$ cat config.mk
export PLATFORM = sky130hd
export DESIGN_NAME = kif_lane
export DESIGN_NICKNAME = d
export VERILOG_FILES = /design/src/rtl/core/kif_pkg.sv /design/src/rtl/core/kif_lane.sv
export SDC_FILE = /design/constraint.sdc
export NUM_CORES = 1
export LEC_CHECK = 0
export ABC_AREA = 1
export BUFFER_PORTS_ARGS = -buffer_cell sky130_fd_sc_hd__buf_4
export CORE_ASPECT_RATIO = 0.7
export CORE_MARGIN = 4
export CORE_UTILIZATION = 35
export DETAILED_ROUTE_END_ITERATION = 7
export SLEW_MARGIN = 0
export SYNTH_ARGS = -nofsm -noshare
export SYNTH_HDL_FRONTEND = slang
export SYNTH_SLANG_ARGS = --single-unit
export TNS_END_PERCENT = 5
$ cat constraint.sdc
create_clock -name i_clk -period 11.1 [get_ports i_clk]
set_input_delay 0 -clock i_clk [delete_from_list [all_inputs] [get_ports i_clk]]
set_output_delay 0 -clock i_clk [all_outputs]
set_load 0.05 [all_outputs]
$ cat src/rtl/core/kif_pkg.sv
`default_nettype none

package kif_pkg;

    localparam int KIF_MAX_WIDTH   = 1024;
    localparam int KIF_KERNEL_SIZE = 3;
    localparam int KIF_COEF_BITS   = 16;
    localparam int MAX_HEIGHT      = 1024;
    localparam int LEVEL_MAX       = 255;

    localparam int SLOT_BITS = 16;
    localparam int PIX_W     = 24;
    localparam int ACC_W     = 30;
    localparam int WT_W      = 20;
    localparam int HW        = 11;
    localparam int CFG_W     = 11;
    localparam int ADDR_W    = 6;
    localparam int DIV_STEPS = 8;

    localparam logic [2:0] REG_MASK_TOP    = 3'd0;
    localparam logic [2:0] REG_MASK_MIDDLE = 3'd1;
    localparam logic [2:0] REG_MASK_BOTTOM = 3'd2;
    localparam logic [2:0] REG_IMAGE_WIDTH = 3'd3;
    localparam logic [2:0] REG_IMAGE_HGT   = 3'd4;
    localparam logic [2:0] REG_GRAY_MODE   = 3'd5;

    typedef struct packed {
        logic clear;
        logic mac;
        logic div_start;
    } t_lane_ctl;

    function automatic logic [1:0] cell_row(input logic [3:0] idx);
        logic [1:0] r;
        case (idx)
            4'd0, 4'd1, 4'd2: r = 2'd0;
            4'd3, 4'd4, 4'd5: r = 2'd1;
            4'd6, 4'd7, 4'd8: r = 2'd2;
            default:          r = 2'd1;
        endcase
        return r;
    endfunction

    function automatic logic [1:0] cell_col(input logic [3:0] idx);
        logic [1:0] c;
        case (idx)
            4'd0, 4'd3, 4'd6: c = 2'd0;
            4'd1, 4'd4, 4'd7: c = 2'd1;
            4'd2, 4'd5, 4'd8: c = 2'd2;
            default:          c = 2'd1;
        endcase
        return c;
    endfunction

endpackage

`default_nettype wire

$ cat src/rtl/core/kif_lane.sv
`default_nettype none

module kif_lane import kif_pkg::*; (
    input  wire logic                        i_clk,
    input  wire logic                        i_rst_n,
    input  wire t_lane_ctl                   i_ctl,
    input  wire logic signed [SLOT_BITS-1:0] i_coef,
    input  wire logic        [7:0]           i_pix,
    input  wire logic signed [WT_W-1:0]      i_weight,
    output logic             [7:0]           o_level
);

    logic signed [ACC_W-1:0]     r_acc;
    logic        [ACC_W-1:0]     r_rem;
    logic        [ACC_W-1:0]     r_div;
    logic        [7:0]           r_q;
    logic                        r_sat;
    logic        [3:0]           r_steps;
    logic signed [SLOT_BITS+8:0] w_prod;
    logic signed [ACC_W-1:0]     w_wt_ext;

    assign w_prod   = i_coef * $signed({1'b0, i_pix});
    assign w_wt_ext = ACC_W'(i_weight);

    always_ff @(posedge i_clk) begin
        if (i_ctl.clear) begin
            r_acc <= '0;
        end else if (i_ctl.mac) begin
            r_acc <= r_acc + ACC_W'(w_prod);
        end
    end

    always_ff @(posedge i_clk) begin
        if (!i_rst_n) begin
            r_steps <= '0;
        end else if (i_ctl.div_start) begin
            if (r_acc <= 0) begin
                r_sat   <= 1'b0;
                r_q     <= '0;
                r_steps <= '0;
            end else if (i_weight > 0) begin
                r_q <= '0;
                if (r_acc >= (w_wt_ext <<< 8)) begin
                    r_sat   <= 1'b1;
                    r_steps <= '0;
                end else begin
                    r_sat   <= 1'b0;
                    r_rem   <= ACC_W'(r_acc);
                    r_div   <= ACC_W'(w_wt_ext <<< 7);
                    r_steps <= 4'(DIV_STEPS);
                end
            end else begin
                r_sat   <= |r_acc[ACC_W-2:16];
                r_q     <= r_acc[15:8];
                r_steps <= '0;
            end
        end else if (r_steps != '0) begin
            if (r_rem >= r_div) begin
                r_rem <= r_rem - r_div;
                r_q   <= {r_q[6:0], 1'b1};
            end else begin
                r_q <= {r_q[6:0], 1'b0};
            end
            r_div   <= r_div >> 1;
            r_steps <= r_steps - 4'd1;
        end
    end

    assign o_level = r_sat ? 8'(LEVEL_MAX) : r_q;

endmodule

`default_nettype wire

==> out/qor.txt <==
Status: finished, final reports clean
Nets: 2,198
Fin Hold WS: 0.02980 ns
Setup Crit Path Kind: input port to flop
Post-synth EDFFs: 69
Syn Nets: 2,160
Post-synth cell types: 39
Highest net fanout along the worst path: 16
Rows: 59
CP startpoint kind: input port
Fin Setup TNS: 0 ns
Relative slew slack: 0.2497
Via-to-Cell Ratio: 4.837
Main synth FF type: edfxtp_1
VDD IR-drop max: 0.1697 mV
Post-synthesis adder-cell area fraction: 0.3081
Cell Area, Placed: 0.01408 mm2
Clock Path Buffers: 2
Largest family of logic cells by synthesized area: adder cells
Pleak: 0.008029 uW
Final min period: 4.874 ns
Psw: 2417 uW
Commonest non-fill, non-tap cells in the layout: 482 x nand2_1, 461 x inv_1, 131 x fa_1, 121 x nor2_1, 116 x ha_1
Share of cells above drive strength 1: 0.05611
H-tree Lvls: 3
Gate Count Post-Synth: 1,864
Synth Area in Compound Gates: 0.1004
Avg WL per Cell: 15.40 um
Final period utilization: 0.4391
Die span in y: 170.6 um
Register share of total power: 0.141
Switch share: 0.5731
Crit path max-delay cell type: fa_1
Starting Density: 0.3554
Dpl hpwl: 30,700 um
Pint: 1801 uW
RSZ-0062 raised after global routing: false
Total CTS buffers: 9
IO Pins: 57
Clock share of power: 0.077
Latest clock arrival within the worst-skew pair: 0.37 ns
Flops & latches, synth: 103
Combinational share of power: 0.782
Worst path required time: 11.37 ns
Buffers on Ports: 56
Drt first pass iters: 5
Power per cell area: 289.3 mW/mm2
Vias in the first global route: 11,160
Root Buffer: clkbuf_16
Seq/Total Area, Yosys: 0.2082
Grt ovf: 0
CTS tree: yes
Post-CTS sizing: 0
XOR/XNOR share of the synthesized area: 0.01126
Total GRT Usage: 0.1824
Largest net degree at the start of global routing: 60
Max Cap Viol: 0
Gpl congestion: 0.9614
Clock sinks: 103
Layout area overhead: 10.27%
Post-CTS Setup Bufs: 0
Hold-fix buffers at CTS: 21
DRC errors left: 0
Fraction of the mapped netlist area in simple logic gates: 0.2249
Slew Viols, Final: 0
Antenna Violating Nets Remaining: 0
Die area: 0.04100 mm2
Clock transition at path regs: 0.08 ns
Final setup fails: 0
Multiplexer share of the synthesized area: 0
Die W: 240.3 um
Yosys warning count: 0
Worst hold path type: input port to flop
Initial antenna violation count: 1
Fin util: 0.3918
Hold Fails Final Rpt: 0
Critical-path cell list: buf_4 > nand2_1 > fa_1 > inv_1 > fa_1 > inv_1 > fa_1 > inv_1 > fa_1 > inv_1 > fa_1 > inv_1 > ha_1 > nand2_1 > nor2_1 > nand2_1 > inv_1 > nand4_1 > nand3_1 > nand3_1 > nand2_1 > inv_1
Clock skew: 0.01332 ns
Routed wire length: 36,910 um
Initial DRC Count: 1,057
FMAX: 0.2052 GHz
First-pass GRT wire length: 59,370 um
Async SR Flop Fraction: 0
WP data arrival: 5.15 ns
Post-layout instance area: 0.01458 mm2
Synth Area per Inst: 7.093 um2
Crit. End Element: flop
CP peak stage delay: 0.74 ns
Most common cell after layout, fill and taps aside: nand2_1
Vias post-DR: 11,590
Slew @ Worst Pin: 1.118 ns
Post-Synthesis Cell Area: 0.01322 mm2
Core area: 0.03721 mm2
Crit path top cell by count: inv_1
[layer usage]
layer / global-route usage / part of all wire
met2: 0.2642 / 0.41
met3: 0.03561 / 0.061
met1: 0.2838 / 0.51
met4: 0.03235 / 0.013
met5: 0 / 0
[flip-flops by register name (all words and copies together), names as in the netlist]
register and count:
r_div 30, r_q 8, r_sat 1, r_acc 30, r_rem 30, r_steps 4
[critical path, delay by kind of cell]
| family | cells | cell delay, ns |
|---|---|---|
| fa+ha+maj | 6 | 3.07 |
| buf+inv | 8 | 0.71 |
| simple gates | 8 | 1.36 |
[layout make-up]
type | instances | area (um2)
well taps | 488 | 610.6
repair buffers | 81 | 660.6
inverters | 462 | 1734
clock buffers | 10 | 239.0
fillers | 3915 | 22630
multi-input cells | 1245 | 8528
flip-flops and latches | 103 | 2753
diodes | 1 | 2.502
clock inverters | 6 | 51.30
[power by group through the flow]
stage / registers, uW / logic (uW) / clock network [uW]
2_1_floorplan: 580 / 2420 / 0
3_3_place_gp: 602 / 3230 / 0
3_5_place_dp: 603 / 3240 / 0
4_1_cts: 596 / 3280 / 335
5_1_grt: 604 / 3800 / 350
6_report: 594 / 3300 / 325
[through the flow]
step | cells | setup WS (ns) | power, uW
after CTS | 2395 | 6.347 | 4206
after global routing | 2396 | 6.050 | 4752
after global placement | 2358 | 5.925 | 3828
after detailed placement | 2358 | 5.960 | 3846
after floorplan | 1864 | 6.462 | 3000
final | 2396 | 6.226 | 4218
[logic make-up (layout without fill, tap and decap cells)]
family,count (synthesis),count (layout)
buffers and inverters,516,559
AOI/OAI and AO/OA,250,250
other,0,1
DFF,103,103
xor gates and xnor gates,17,17
adders and majority gates,247,247
and+or+nand+nor,731,731
[synthesized netlist by cell type, drive strengths merged, types with 3 or more instances]
cell | count | area share
a21o | 3 | 0.0017
clkbuf | 45 | 0.013
a21oi | 114 | 0.044
nor2 | 126 | 0.036
o21a | 3 | 0.0017
fa | 131 | 0.20
edfxtp | 69 | 0.16
inv | 461 | 0.13
buf | 9 | 0.0028
nor3 | 8 | 0.0034
dfxtp | 34 | 0.051
xnor2 | 5 | 0.0033
nand3 | 79 | 0.031
o21bai | 6 | 0.0034
a31oi | 3 | 0.0014
nand2 | 493 | 0.14
nor4 | 3 | 0.0014
or2 | 6 | 0.0028
nand4 | 14 | 0.0066
ha | 116 | 0.11
o21ai | 110 | 0.042
o22ai | 7 | 0.0033
xor2 | 12 | 0.0079
[final timing paths]
kind | slack [ns] | cells after the start | start | to
setup / recovery | 6.23 | 22 | i_pix[0] | r_acc[24]$_SDFFE_PP0P_
hold / removal | 0.03 | 3 | i_ctl[1] | r_acc[1]$_SDFFE_PP0P_
setup reg to reg | 7.87 | 11 | r_acc[29]$_SDFFE_PP0P_ | r_div[28]$_DFFE_PP_
hold reg to reg | 0.51 | 2 | r_steps[1]$_SDFFE_PN0N_ | r_steps[1]$_SDFFE_PN0N_
(Power assumes the default switching activity.)
